--- src/rtl/tlrg_pkg.sv ---
`timescale 1ns / 1ps
package tlrg_pkg;

  localparam int AP_N   = 4;
  localparam int PX_N   = 2;
  localparam int AP_W   = (AP_N > 1) ? $clog2(AP_N) : 1;
  localparam int PX_W   = (PX_N > 1) ? $clog2(PX_N) : 1;
  localparam int AP_DEN = 2 * AP_N;
  localparam int PX_DEN = 2 * PX_N;

  // Pipelined restoring divider: 64-bit dividend, 32-bit divisor, 49 quotient bits.
  localparam int DIV_NW = 64;
  localparam int DIV_DW = 32;
  localparam int DIV_QW = 49;

  // Pipelined square root: 64-bit radicand, 32 root bits.
  localparam int SQ_RW = 64;
  localparam int SQ_W  = 32;

  localparam logic [31:0] ONE_Q30 = 32'h4000_0000;
  localparam logic [31:0] UZ_BASE = 32'h0001_0000;

  typedef enum logic [2:0] {
    REG_DIAM  = 3'd0,
    REG_DISK  = 3'd1,
    REG_ZDIST = 3'd2,
    REG_IFL   = 3'd3,
    REG_ORGX  = 3'd4,
    REG_ORGY  = 3'd5,
    REG_PITX  = 3'd6,
    REG_PITY  = 3'd7
  } reg_idx_t;

  typedef struct packed {
    logic [11:0] pixel_x;
    logic [11:0] pixel_y;
  } in_item_t;

  typedef struct packed {
    logic signed [31:0] origin_x;
    logic signed [31:0] origin_y;
    logic signed [31:0] dir_x;
    logic signed [31:0] dir_y;
    logic [30:0]        dir_z;
    logic               last_ray;
  } out_item_t;

  typedef struct packed {
    logic            vld;
    logic            last;
    logic [11:0]     px;
    logic [11:0]     py;
    logic [AP_W-1:0] ai;
    logic [AP_W-1:0] aj;
    logic [PX_W-1:0] pk;
    logic [PX_W-1:0] pl;
  } smp_t;

  function automatic logic signed [4:0] ap_coord(input logic [AP_W-1:0] i);
    return 5'(2 * int'(i) + 1 - AP_N);
  endfunction

  function automatic logic ap_pass(input logic [AP_W-1:0] i, input logic [AP_W-1:0] j,
                                   input logic disk);
    int ci;
    int cj;
    ci = 2 * int'(i) + 1 - AP_N;
    cj = 2 * int'(j) + 1 - AP_N;
    return !disk || (ci * ci + cj * cj < AP_N * AP_N);
  endfunction

  // True when no aperture sample after (i, j) in visit order survives the disk test.
  function automatic logic ap_last(input logic [AP_W-1:0] i, input logic [AP_W-1:0] j,
                                   input logic disk);
    int   self_idx;
    logic res;
    self_idx = int'(i) * AP_N + int'(j);
    res = 1'b1;
    for (int ii = 0; ii < AP_N; ii++) begin
      for (int jj = 0; jj < AP_N; jj++) begin
        if ((ii * AP_N + jj > self_idx) && ap_pass(AP_W'(ii), AP_W'(jj), disk)) begin
          res = 1'b0;
        end
      end
    end
    return res;
  endfunction

  function automatic logic signed [31:0] sat32(input logic signed [50:0] v);
    if (v > 51'sd2147483647) begin
      return 32'sh7fff_ffff;
    end else if (v < -51'sd2147483648) begin
      return 32'sh8000_0000;
    end else begin
      return v[31:0];
    end
  endfunction

endpackage

--- src/rtl/tlrg_seq.sv ---
`timescale 1ns / 1ps
module tlrg_seq import tlrg_pkg::*; (
  input  logic     clk,
  input  logic     rst_n,
  input  logic     start,
  output logic     busy,
  input  in_item_t in_data,
  input  logic     disk,
  output smp_t     smp
);

  logic            act_r, act_nxt;
  logic [11:0]     px_r, px_nxt;
  logic [11:0]     py_r, py_nxt;
  logic [AP_W-1:0] ai_r, ai_nxt;
  logic [AP_W-1:0] aj_r, aj_nxt;
  logic [PX_W-1:0] pk_r, pk_nxt;
  logic [PX_W-1:0] pl_r, pl_nxt;
  logic            i_end, j_end, k_end, l_end, fin, accept;

  assign i_end  = ai_r == AP_W'(AP_N - 1);
  assign j_end  = aj_r == AP_W'(AP_N - 1);
  assign k_end  = pk_r == PX_W'(PX_N - 1);
  assign l_end  = pl_r == PX_W'(PX_N - 1);
  assign fin    = i_end && j_end && k_end && l_end;
  // The next pixel is taken in the same cycle as the final sample slot.
  assign busy   = act_r && !fin;
  assign accept = start && !busy;

  always_comb begin
    act_nxt = act_r;
    px_nxt  = px_r;
    py_nxt  = py_r;
    ai_nxt  = ai_r;
    aj_nxt  = aj_r;
    pk_nxt  = pk_r;
    pl_nxt  = pl_r;
    if (accept) begin
      act_nxt = 1'b1;
      px_nxt  = in_data.pixel_x;
      py_nxt  = in_data.pixel_y;
      ai_nxt  = '0;
      aj_nxt  = '0;
      pk_nxt  = '0;
      pl_nxt  = '0;
    end else if (act_r) begin
      if (fin) begin
        act_nxt = 1'b0;
      end
      pl_nxt = l_end ? '0 : pl_r + 1'b1;
      if (l_end) begin
        pk_nxt = k_end ? '0 : pk_r + 1'b1;
        if (k_end) begin
          aj_nxt = j_end ? '0 : aj_r + 1'b1;
          if (j_end) begin
            ai_nxt = i_end ? '0 : ai_r + 1'b1;
          end
        end
      end
    end
  end

  always_ff @(posedge clk) begin
    if (!rst_n) begin
      act_r <= 1'b0;
      ai_r  <= '0;
      aj_r  <= '0;
      pk_r  <= '0;
      pl_r  <= '0;
    end else begin
      act_r <= act_nxt;
      ai_r  <= ai_nxt;
      aj_r  <= aj_nxt;
      pk_r  <= pk_nxt;
      pl_r  <= pl_nxt;
    end
  end

  always_ff @(posedge clk) begin
    px_r <= px_nxt;
    py_r <= py_nxt;
  end

  always_comb begin
    smp.vld  = act_r && ap_pass(ai_r, aj_r, disk);
    smp.last = smp.vld && k_end && l_end && ap_last(ai_r, aj_r, disk);
    smp.px   = px_r;
    smp.py   = py_r;
    smp.ai   = ai_r;
    smp.aj   = aj_r;
    smp.pk   = pk_r;
    smp.pl   = pl_r;
  end

endmodule

--- config.mk ---
export PLATFORM = sky130hd
export DESIGN_NAME = tlrg_seq
export DESIGN_NICKNAME = d
export VERILOG_FILES = /design/src/rtl/tlrg_pkg.sv /design/src/rtl/tlrg_seq.sv
export SDC_FILE = /design/constraint.sdc
export NUM_CORES = 1
export LEC_CHECK = 0
export BUFFER_PORTS_ARGS = -buffer_cell sky130_fd_sc_hd__buf_2
export CAP_MARGIN = 20
export CORE_MARGIN = 2
export CORE_UTILIZATION = 58
export DETAILED_ROUTE_END_ITERATION = 8
export MAX_ROUTING_LAYER = met4
export PLACE_DENSITY = 0.86
export SYNTH_ARGS = -nofsm -noshare
export SYNTH_HDL_FRONTEND = slang
export SYNTH_SLANG_ARGS = --single-unit
--- constraint.sdc ---
create_clock -name clk -period 8.45 [get_ports clk]
set_input_delay 1.2675 -clock clk [delete_from_list [all_inputs] [get_ports clk]]
set_output_delay 1.2675 -clock clk [all_outputs]
set_load 0.005 [all_outputs]
---- Word-level counts from Yosys, hierarchy flattened ----
Index checks and enable logic that the tools add are counted.
Widths: inputs -> output; s select.
operators by class
  add/subtract/negate cells ............... 10
  multiply operators ...................... 2
  divide/modulo/power cells ............... 0
  $lt $le $gt $ge ......................... 17
  eq/ne operators ......................... 2
  shift-type cells ........................ 0
  muxes and demuxes ....................... 23
  bitwise operators ....................... 1
  reduce and logical (&&, ||, !) cells .... 21
operator list
  operator             count
  $gt 4x5->1 const A   8
  $mux 1               21
  $gt 3x5->1 const A   4
  $mul 5x5->10         2
  $logic_and 1x1->1    13
  $add 10x10->11       1
  $lt 11x6->1 const B  1
  $gt 1x5->1 const A   2
  $gt 2x5->1 const A   2
  $sub 4x3->5 const B  2
  $add 3x1->4 const B  2
  $add 4x2->5          1
  $add 2x1->2 const B  2
  $eq 2x2->1 const B   2
  $mux 2               2
  $reduce_and 4->1     1
  $logic_not 1->1      3
  $reduce_and 3->1     1
  $add 1x1->1 const B  2
  $reduce_and 2->1     1
  $reduce_or 2->1      1
  $logic_or 1x1->1     1
  $not 1->1            1
word-level totals
  bits in registers ....................... 31
  bits in latches ......................... 0
  bits in writable memories ............... 0
  bits in read-only memories .............. 0
  input bits .............................. 28
  output and inout port bits .............. 33
  logic and storage cells ................. 83
  memories ................................ 0

---- Logic depth before layout (Yosys ltp) ----
  depth after elaboration ................. 20
  mapped depth ............................ 18
  mapped depth without buffers ............ 17

---- Worst setup path before layout ----
No wires, ideal clock.
  kind .................................... reg-to-output
  start ................................... register ai_r[1]
  end ..................................... output smp[30] (netlist bit)
  arrival time ............................ 4.425 ns
  data required time ...................... 7.183 ns
  path slack .............................. 2.757 ns
  stages on the path, launching flop included .. 18
  path through ............................ dfxtp_1 > buf_6 > inv_1 > ha_1 > a21oi_1 > fa_1 > inv_1 > fa_1 > fa_1 > inv_1 > fa_1 > inv_1 > ha_1 > a21oi_4 > o211ai_2 > a221oi_2 > xnor2_1 > a31oi_1
RTL lines
  item                    RTL line        text
  from (decl)             tlrg_seq.sv:15  logic [AP_W-1:0] ai_r, ai_nxt;
  from (signal assigned)  tlrg_seq.sv:72  ai_r <= ai_nxt;
  to (decl)               tlrg_seq.sv:9   output smp_t smp

==> reports/results.txt <==
status - completed
Layout Nets - 349
total number of yosys warnings - 0
pwr dens - 120 nW/um2
Die ar. - 4620 um2
Seq/Total Area, Yosys - 36.2%
Initial Util - 59.8%
clock latency on the worst-skew pair - 0.28 ns
Rows - 23
Post-Synthesis Mean Instance Area - 11.5 um2
DRT Wirelength - 4810 um
placed insts - 314
Crit Path Class - register to output pin
clock root buffer - clkbuf_8
RSZ-0062 raised after global routing - no
chip height - 68.0 um
CP Capture Type - output pin
Leakage Power - 1.35 nW
largest net degree at the start of global routing - 26
syn nets - 284
clock-pin slew on the worst setup and hold paths - 0.06 ns
antenna violations before repair - 0
Hold Buf Count CTS - 0
Tcrit/Tclk final - 78.5%
total power - 342 uW
final antenna diode count - 0
post-route setup TNS - 0 ns
drc violations - 0
Data arrival, critical path - 5.37 ns
Area Growth Syn to Fin - 19.4%
Slew headroom - 59.7%
Layout fillers - 296
first-pass GRT wire length - 7490 um
First-pass DRT Iterations - 4
Tmin final - 6.64 ns
maximum clock frequency - 151 MHz
post-route setup slack - 1.81 ns
post-detailed-route wirelength per cell - 14.9 um
post-synthesis instance total - 207
Pins Over Slew Limit - 0
IO Port Bufs - 60
synth unique cells - 35
Max-cap violations - 0
H-tree Lvls - 2
total CTS buffers - 5
via count - 1684
R2R Setup Slk - 6.31 ns
slew of the pin with the lowest slew margin - 0.603 ns
Setup Fix Bufs, Post-CTS - 0
final non-filler cell area - 2840 um2
Hold Path Class - register to register
clock skew - 0.00543 ns
Top Ports - 61
drt initial violations - 84
share of cells above drive strength 1 - 27.5%
vias in the first global route - 1586
CTS sink count - 31
Max VDD drop - 0.0684 mV
Layout Cells excl Fill - 323
setup violators final - 0
Crit path required time - 7.18 ns
Worst setup SP type - register
grt ovf - 0
Post-CTS Resized - 0
Detailed Place HPWL - 3850 um
RD Place Congestion - 0.932
cell area after placement - 2710 um2
Synth Cell Area - 2370 um2
Final Hold Fails - 0
Final Hold Slack - 0.585 ns
Total GRT Usage - 22.8%
worst-path maximum fanout - 12
clock tree buffer depth - 2
pre-CTS setup slack - 2.11 ns
die width - 68.0 um
core area - 3970 um2
Final Util - 71.4%
Routed Antenna Nets - 0
drt via density - 5.21
CTS tree - yes
post-synthesis register bit count - 31
==> flip-flops by register name (all words and copies together), names as in the netlist <==
register and count:
aj_r 2, k_end 1, py_r 12, act_r 1, px_r 12, ai_r 2
l_end 1
==> layer usage <==
| metal | share of wire (%) | vias up | global-route usage, % |
|---|---|---|---|
| met4 | 2.0 | 0 | 8.75 |
| met2 | 49 | 56 | 37.4 |
| met5 | 0 | - | - |
| met1 | 43 | 791 | 28.2 |
| li1 | - | 826 | - |
| met3 | 5.9 | 11 | 4.11 |
==> worst paths after layout <==
path,startpoint,to,cells after the start
setup / recovery,ai_r[1],smp[31],16
hold / removal,act_r,l_end,2
setup reg to reg,ai_r[1],px_r[0],4
hold reg to reg,act_r,l_end,2
==> cell usage in the layout, fill, tap and decap left out, drive strengths merged, types with 2 or more instances in the layout <==
cell type and count:
buf 61, inv 38, ha 32, edfxtp 24
fa 17, a21oi 12, nor2 11, xor2 9
xnor2 8, nand2 7, dfxtp 7, a21o 5
clkbuf 5, mux2i 4, nand2b 3, o21ai 3
nand4 3, o21a 2, nand3 2, nor4 2
a31oi 2, nor3 2, o211ai 2, clkinv 2
==> final cells by class <==
class / count / area (um2) / area share, %
clock buffers: 5 / 68.8 / 2.43
well taps: 50 / 62.6 / 2.21
clock inverters: 3 / 38.8 / 1.37
multi-input cells: 135 / 1350 / 47.5
repair buffers: 61 / 315 / 11.1
flip-flops and latches: 31 / 861 / 30.3
inverters: 38 / 143 / 5.03
==> where the power goes <==
| part | leakage, nW | switching (mW) | internal, mW |
|---|---|---|---|
| clock | 0.0556 | 0.0523 | 0.0861 |
| sequential | 0.285 | 0.00291 | 0.173 |
| combinational | 1.01 | 0.0136 | 0.0140 |
| total | 1.35 | 0.0688 | 0.273 |
==> worst max-delay path, stage by stage, from the launching register on <==
cell,delay [ns]
dfxtp_1,0.70
inv_1,0.34
ha_1,0.36
xor2_1,0.19
ha_1,0.32
fa_1,0.53
fa_1,0.55
inv_1,0.05
fa_1,0.52
inv_1,0.04
ha_1,0.39
nand4_1,0.20
o21a_1,0.27
o211ai_1,0.18
nand4_1,0.13
a31oi_1,0.18
buf_2,0.13
==> synthesized netlist by cell type <==
cell type | count | share of area (%)
a21o_1 | 5 | 1.6
a21oi_1 | 10 | 2.1
a21oi_4 | 2 | 1.4
a221oi_2 | 1 | 0.63
a31o_2 | 1 | 0.37
a31oi_1 | 2 | 0.53
a32oi_1 | 1 | 0.37
a41oi_1 | 1 | 0.37
and2b_1 | 1 | 0.32
and3_1 | 1 | 0.26
buf_4 | 2 | 0.63
buf_6 | 1 | 0.47
dfxtp_1 | 7 | 5.9
edfxtp_1 | 24 | 30
fa_1 | 17 | 14
ha_1 | 32 | 17
inv_1 | 38 | 6.0
mux2i_1 | 4 | 1.7
nand2_1 | 7 | 1.1
nand2b_1 | 3 | 0.79
nand3_1 | 2 | 0.42
nand4_1 | 3 | 0.79
nor2_1 | 11 | 1.7
nor2b_1 | 1 | 0.26
nor3_1 | 2 | 0.42
nor4_1 | 2 | 0.53
o2111ai_1 | 1 | 0.37
o211ai_1 | 1 | 0.32
o211ai_2 | 1 | 0.53
o21a_1 | 2 | 0.63
o21ai_0 | 3 | 0.63
o22ai_1 | 1 | 0.26
xnor2_1 | 7 | 2.6
xnor2_4 | 1 | 1.2
xor2_1 | 9 | 3.3
==> cell families after synthesis <==
group	after synthesis	synth area share, %
xor+xnor	17	7.06
buf+inv	41	7.11
fa+ha+maj	49	31.2
simple gates	33	6.64
mux	4	1.69
compound gates	32	10.1
flops	31	36.2
Note: power is estimated with default switching activity, not from simulation.
