[config.mk]
export PLATFORM = sky130hd
export DESIGN_NAME = tlrg_sqrt
export DESIGN_NICKNAME = d
export VERILOG_FILES = /design/src/rtl/tlrg_pkg.sv /design/src/rtl/tlrg_sqrt.sv
export SDC_FILE = /design/constraint.sdc
export NUM_CORES = 2
export LEC_CHECK = 0
export CORE_MARGIN = 2
export CORE_UTILIZATION = 45
export DETAILED_ROUTE_END_ITERATION = 7
export DONT_BUFFER_PORTS = 1
export PLACE_DENSITY = 0.64
export REMOVE_ABC_BUFFERS = 1
export SKIP_CTS_REPAIR_TIMING = 1
export SYNTH_ARGS = -nofsm -noshare
export SYNTH_HDL_FRONTEND = slang
export SYNTH_MEMORY_MAX_BITS = 65536
export SYNTH_SLANG_ARGS = --single-unit
[constraint.sdc]
create_clock -name clk -period 3.93 [get_ports clk]
set_input_delay 0.9825 -clock clk [delete_from_list [all_inputs] [get_ports clk]]
set_output_delay 0.9825 -clock clk [all_outputs]
set_load 0.05 [all_outputs]
[src/rtl/tlrg_pkg.sv]
`timescale 1ns / 1ps
package tlrg_pkg;

  localparam int AP_N   = 4;
  localparam int PX_N   = 2;
  localparam int AP_W   = (AP_N > 1) ? $clog2(AP_N) : 1;
  localparam int PX_W   = (PX_N > 1) ? $clog2(PX_N) : 1;
  localparam int AP_DEN = 2 * AP_N;
  localparam int PX_DEN = 2 * PX_N;

  // Pipelined restoring divider: 64-bit dividend, 32-bit divisor, 49 quotient bits.
  localparam int DIV_NW = 64;
  localparam int DIV_DW = 32;
  localparam int DIV_QW = 49;

  // Pipelined square root: 64-bit radicand, 32 root bits.
  localparam int SQ_RW = 64;
  localparam int SQ_W  = 32;

  localparam logic [31:0] ONE_Q30 = 32'h4000_0000;
  localparam logic [31:0] UZ_BASE = 32'h0001_0000;

  typedef enum logic [2:0] {
    REG_DIAM  = 3'd0,
    REG_DISK  = 3'd1,
    REG_ZDIST = 3'd2,
    REG_IFL   = 3'd3,
    REG_ORGX  = 3'd4,
    REG_ORGY  = 3'd5,
    REG_PITX  = 3'd6,
    REG_PITY  = 3'd7
  } reg_idx_t;

  typedef struct packed {
    logic [11:0] pixel_x;
    logic [11:0] pixel_y;
  } in_item_t;

  typedef struct packed {
    logic signed [31:0] origin_x;
    logic signed [31:0] origin_y;
    logic signed [31:0] dir_x;
    logic signed [31:0] dir_y;
    logic [30:0]        dir_z;
    logic               last_ray;
  } out_item_t;

  typedef struct packed {
    logic            vld;
    logic            last;
    logic [11:0]     px;
    logic [11:0]     py;
    logic [AP_W-1:0] ai;
    logic [AP_W-1:0] aj;
    logic [PX_W-1:0] pk;
    logic [PX_W-1:0] pl;
  } smp_t;

  function automatic logic signed [4:0] ap_coord(input logic [AP_W-1:0] i);
    return 5'(2 * int'(i) + 1 - AP_N);
  endfunction

  function automatic logic ap_pass(input logic [AP_W-1:0] i, input logic [AP_W-1:0] j,
                                   input logic disk);
    int ci;
    int cj;
    ci = 2 * int'(i) + 1 - AP_N;
    cj = 2 * int'(j) + 1 - AP_N;
    return !disk || (ci * ci + cj * cj < AP_N * AP_N);
  endfunction

  // True when no aperture sample after (i, j) in visit order survives the disk test.
  function automatic logic ap_last(input logic [AP_W-1:0] i, input logic [AP_W-1:0] j,
                                   input logic disk);
    int   self_idx;
    logic res;
    self_idx = int'(i) * AP_N + int'(j);
    res = 1'b1;
    for (int ii = 0; ii < AP_N; ii++) begin
      for (int jj = 0; jj < AP_N; jj++) begin
        if ((ii * AP_N + jj > self_idx) && ap_pass(AP_W'(ii), AP_W'(jj), disk)) begin
          res = 1'b0;
        end
      end
    end
    return res;
  endfunction

  function automatic logic signed [31:0] sat32(input logic signed [50:0] v);
    if (v > 51'sd2147483647) begin
      return 32'sh7fff_ffff;
    end else if (v < -51'sd2147483648) begin
      return 32'sh8000_0000;
    end else begin
      return v[31:0];
    end
  endfunction

endpackage

[src/rtl/tlrg_sqrt.sv]
`timescale 1ns / 1ps
module tlrg_sqrt import tlrg_pkg::*; (
  input  logic             clk,
  input  logic [SQ_RW-1:0] rad,
  output logic [SQ_W-1:0]  root
);

  // Digit-by-digit integer square root, one root bit per stage.
  logic [SQ_RW-1:0] rad_r    [SQ_W];
  logic [SQ_W+1:0]  rem_r    [SQ_W];
  logic [SQ_W-1:0]  root_r   [SQ_W];
  logic [SQ_RW-1:0] rad_nxt  [SQ_W];
  logic [SQ_W+1:0]  rem_nxt  [SQ_W];
  logic [SQ_W-1:0]  root_nxt [SQ_W];
  logic [SQ_RW-1:0] rad_in   [SQ_W];
  logic [SQ_W+1:0]  rem_in   [SQ_W];
  logic [SQ_W-1:0]  root_in  [SQ_W];
  logic [SQ_W+3:0]  cur      [SQ_W];
  logic [SQ_W+3:0]  trial    [SQ_W];
  logic             ge       [SQ_W];

  always_comb begin
    for (int s = 0; s < SQ_W; s++) begin
      if (s == 0) begin
        rad_in[s]  = rad;
        rem_in[s]  = '0;
        root_in[s] = '0;
      end else begin
        rad_in[s]  = rad_r[s-1];
        rem_in[s]  = rem_r[s-1];
        root_in[s] = root_r[s-1];
      end
      cur[s]      = {rem_in[s], rad_in[s][SQ_RW-1:SQ_RW-2]};
      trial[s]    = (SQ_W+4)'({root_in[s], 2'b01});
      ge[s]       = cur[s] >= trial[s];
      rem_nxt[s]  = ge[s] ? (SQ_W+2)'(cur[s] - trial[s]) : cur[s][SQ_W+1:0];
      root_nxt[s] = {root_in[s][SQ_W-2:0], ge[s]};
      rad_nxt[s]  = rad_in[s] << 2;
    end
  end

  always_ff @(posedge clk) begin
    for (int s = 0; s < SQ_W; s++) begin
      rad_r[s]  <= rad_nxt[s];
      rem_r[s]  <= rem_nxt[s];
      root_r[s] <= root_nxt[s];
    end
  end

  assign root = root_r[SQ_W-1];

endmodule

# --- Word-level counts from Yosys, hierarchy flattened ---
# Memory sizes are Yosys's and may differ from the RTL's.
# Index checks and enable logic that the tools add are counted.
op_classes:
  eq_ne: 0
  n_mux: 32
  n_div: 0
  n_lt_le_gt_ge: 32
  mul: 0
  n_bitwise: 0
  addsub: 32
  reduce_logical: 0
  shifts: 0
ops:
  columns: ["operator", "n"]
  rows:
  - ["36-bit by 34-bit greater-or-equal comparator with 1-bit output", 31]
  - ["34-bit two-way mux", 32]
  - ["34-bit subtractor", 31]
  - ["2-bit by 1-bit subtractor with 3-bit output (second input constant)", 1]
  - ["2-bit by 1-bit greater-or-equal comparator with 1-bit output (second input constant)", 1]
word_totals:
  n_memories: 3
  reg_bits: 0
  latch_bits: 0
  wordCells: 99
  inputBits: 65
  romBits: 0
  mem_bits_rw: 4096
memory_table:
  columns: ["name", "words", "width", "read_ports", "rd_clocked_by_memory_dff", "wr", "line", "text"]
  rows:
  - ["rad_r", 32, 62, 31, 0, 32, "tlrg_sqrt.sv:9", "logic [SQ_RW-1:0] rad_r [SQ_W];"]
  - ["rem_r", 32, 34, 31, 0, 32, "tlrg_sqrt.sv:10", "logic [SQ_W+1:0] rem_r [SQ_W];"]
  - ["root_r", 32, 32, 32, 0, 32, "tlrg_sqrt.sv:11", "logic [SQ_W-1:0] root_r [SQ_W];"]

# --- Longest topological paths before layout ---
# An unclocked memory read counts as a cell.
logic_depth:
  depth_word: 3
  mapped_depth: 15

# --- Worst setup path before layout ---
# No wires, ideal clock.
synth_timing:
  path_type: "register to register"
  from: "memory rem_r[0][318] (netlist name)"
  to: "memory rem_r[0][369] (netlist name)"
  n_path_buf: 2
  t_arrival_ns: 3.381
  setup_ns: 0.072
  required_time_ns: 3.858
  period_less_slack_ns: 3.454
  path_slack_ns: 0.476
  path_stages_with_launch: 13
  path_cell_list: "dfxtp_1 -> or4_4 -> or4_4 -> or4_4 -> or4_4 -> nor2_2 -> nand2_1 -> or3_1 -> buf_2 -> and3b_1 -> buf_6 -> nand3_1 -> xnor2_1"
synth_lines:
  columns: ["element", "line"]
  rows:
  - ["from (decl)", "tlrg_sqrt.sv:10"]

==> results.tsv <==
stage	metric	value	unit
run_status	outcome	finished, final reports clean	
critical_path	r2r_start	root_r[1][64]$_DFF_P_	
flow_run	cap_violations	0	
sta	fin_crit_sh	94.79	%
critical_path	r2r_slack	0.20	ns
synth	synth-seq-cells	2523	
sta	slew_violations	0	
synth	avgSynthCellArea	10.20	sq um
grt	grt_first_pass_wirelength	315600	microns
min_path	hp-start	rad[14]	
detailed_routing	vias_per_cell	5.066	
detailed_routing	routed_wl	197800	microns
synth	synth_area	91890	sq um
detailed_routing	dr.pass1.iters	6	
floorplanning	io-pin-count	97	
sta	worst-slew-pin-transition	0.9086	ns
sta	rsz0062_at_grt	no	
grt	grt_max_degree	54	
layout	final_area	104400	sq um
clock_network	cts_root_buf	clkbuf_16	
place	dpl_cell_area	95380	sq um
floorplanning	core	202500	sq um
clock_network	htreeDepth	5	
layout	nets	9821	
detailed_routing	vias	61086	
power	p_leak	49.20	nW
sta	skew	0.05992	ns
place	place_inst	11585	
critical_path	crit_path_max_fanout	38	
synth	synth_area_leader_cell	dfxtp_1	
sta	setup_violations	0	
sta	min_period	3.725	ns
grt	antenna_found_initial	1	
critical_path	arrival	4.48	ns
sta	slew_headroom	38.66	%
critical_path	crit_type	reg2reg	
synth	ys.flop_type	dfxtp_1	
power	vdd.ir_drop.worst	0.0005178	V
power	power_density	659.5	nW/um^2
critical_path	r2r_cells	12	
detailed_routing	ant_nets	0	
clock_network	clockBufferDepth	4	
place	numPortBuffers	0	
synth	yosysWarnings	0	
synth	yosysTopAreaCellShare	54.97	%
synth	ys_top_cells_by_area	dfxtp_1 55%, ha_1 7.7%, xnor2_1 4.2%	
layout	drive_gt1_share	7.578	%
grt	grt_pass1_vias	60496	
floorplanning	die_area	207800	sq um
critical_path	worst_setup_path_start_kind	flip-flop	
layout	final_core_util	51.56	%
sta	hold_viol	0	
min_path	holdPathEnd	rad_r[0][14]$_DFF_P_	
clock_network	insertion_delay	0.91	ns
synth	syn_inst	9007	
grt	overflow	0	
critical_path	r2r_end	rem_r[1][112]$_DFF_P_	
detailed_routing	first_iter_violations	3503	
clock_network	numCtsBuffers	278	
synth	ys_seq_area_share	54.97	%
layout	areaGrowthSynthToFinish	13.64	%
clock_network	clk_pin_slew	0.06	ns
place	hpwl	149900	microns
sta	timing.fmax	268.4	MHz
critical_path	crit_path_end_kind	flip-flop	
critical_path	worstPathRequired	4.69	ns
detailed_routing	wl_per_cell	16.40	microns
place	gp_congestion	0.9031	
clock_network	tritoncts	yes	
detailed_routing	post-route-drc-count	0	
layout	instances_no_fill	12057	
synth	synthArstFlopShare	0	%
min_path	hp-class	in2reg	
min_path	hold_depth	0	
grt	track_usage	18.60	%
synth	synth_edf_count	0	
synth	synth_cell_types	86	
sta	timing.hold.ws	0.09324	ns
layout	fillerInstances	17962	
floorplanning	start_util	45.37	%
floorplanning	placement_rows	165	
floorplanning	die_w	455.9	microns
floorplanning	die_height	455.9	microns
clock_network	clock_sinks	2523	
## Yosys cell counts, drive strengths merged (18+ instances only)
cell type	number
dfxtp	2523
inv	720
nand2	596
a21oi	579
ha	562
nor2	534
o21ai	478
xnor2	443
xor2	408
a21o	262
nor3	202
clkbuf	155
nand3	135
nor4	123
nand2b	117
or3	106
o21a	97
mux2	92
nand4	92
nor2b	68
or4	66
or2	58
o21bai	55
and3	46
a31oi	38
o211ai	36
a211oi	31
o31ai	31
and2	30
buf	20
nand3b	20
a211o	19
a21boi	19
and4	19
a2111oi	18
## worst max-delay path: stages (launching register included)
cell and delay (ns):
dfxtp_1 0.34, inv_1 0.06, ha_1 0.33, nor2b_1 0.14, o21ai_0 0.21, a21boi_0 0.16
o21a_1 0.20, o31ai_1 0.50, o31ai_1 0.25, a21o_1 0.34, a41oi_4 0.47, buf_4 0.40
o21ai_0 0.17
## stage by stage
step	total power, mW	setup WS, ns	TNS, ns
after floorplan	40.54	-0.7052	-76.24
after global placement	43.89	0.2427	0
after detailed placement	44.07	0.1613	0
after CTS	69.76	0.06290	0
after global routing	72.42	0.05428	0
final	68.86	0.2046	0
## layer usage
layer / global-route usage [%] / part of all wire [%] / vias up
met4: 6.959 / 3.4 / 0
met1: 22.44 / 43 / 28456
met5: 0 / 0 / -
li1: - / - / 31105
met3: 2.622 / 3.6 / 415
met2: 33.38 / 50 / 1110
## flip-flops by register name, summed over array words and instances, names as in the netlist
signal / flops
rad_r: 992
root_r: 528
rem_r: 1003
## layout by cell type, fill, tap and decap left out, drive strengths merged, types with 50 or more instances in the layout
cell,Yosys,layout
nor3,202,202
nor2b,68,68
o21ai,478,478
clkinv,1,50
buf,20,81
inv,720,730
or2,58,58
nor4,123,123
mux2,92,92
nand2,596,596
a21oi,579,580
nand3,135,135
nor2,534,534
xnor2,443,443
xor2,408,408
o21bai,55,55
nand2b,117,117
ha,562,562
nand4,92,92
dfxtp,2523,2523
o21a,97,97
clkbuf,155,371
a21o,262,262
or4,66,66
or3,106,106
## layout make-up
class,instances,area (sq um),area share (%)
clock inverter,97,1087,1.041
clock buffer,371,7923,7.588
sequential,2523,50510,48.37
timing repair buffer,81,695.7,0.6662
tap,2672,3343,3.202
inverter,721,2706,2.592
antenna,3,7.507,0.007190
multi-input combinational,5589,38150,36.53
## report_power, final
| group | switching, mW | internal [mW] |
|---|---|---|
| Combinational | 5.77 | 4.77 |
| Sequential | 3.20 | 29.8 |
| Clock | 9.94 | 15.4 |
| Total | 18.9 | 50.0 |
## worst max-delay path by stage
| stage | from | end | slack [ns] | cells past startpoint |
|---|---|---|---|---|
| after floorplan | root_r[1][64]$_DFF_P_ | rem_r[1][124]$_DFF_P_ | -0.71 | 13 |
| after global placement | rem_r[0][318]$_DFF_P_ | rem_r[0][363]$_DFF_P_ | 0.24 | 10 |
| after detailed placement | rad_r[1][742]$_DFF_P_ | rem_r[1][441]$_DFF_P_ | 0.16 | 13 |
| after CTS | rad_r[1][742]$_DFF_P_ | rem_r[1][441]$_DFF_P_ | 0.06 | 13 |
| after global routing | rad_r[1][742]$_DFF_P_ | rem_r[1][441]$_DFF_P_ | 0.05 | 13 |
| final | root_r[1][64]$_DFF_P_ | rem_r[1][112]$_DFF_P_ | 0.20 | 12 |
## cells by family (layout without fill, tap and decap cells)
logic type               Yosys count  after routing  share of synthesized area [%]
AO/OA/AOI/OAI                   1798           1799                          12.04
XOR/XNOR                         851            851                          8.111
adder cells (fa/ha/maj)          562            562                          7.653
buffers and inverters            896           1270                          3.677
flip-flops                      2523           2523                          54.97
multiplexers                     103            103                          1.247
other                              1              4                       0.004081
AND/OR/NAND/NOR                 2273           2273                          12.30
(Power assumes the default switching activity.)
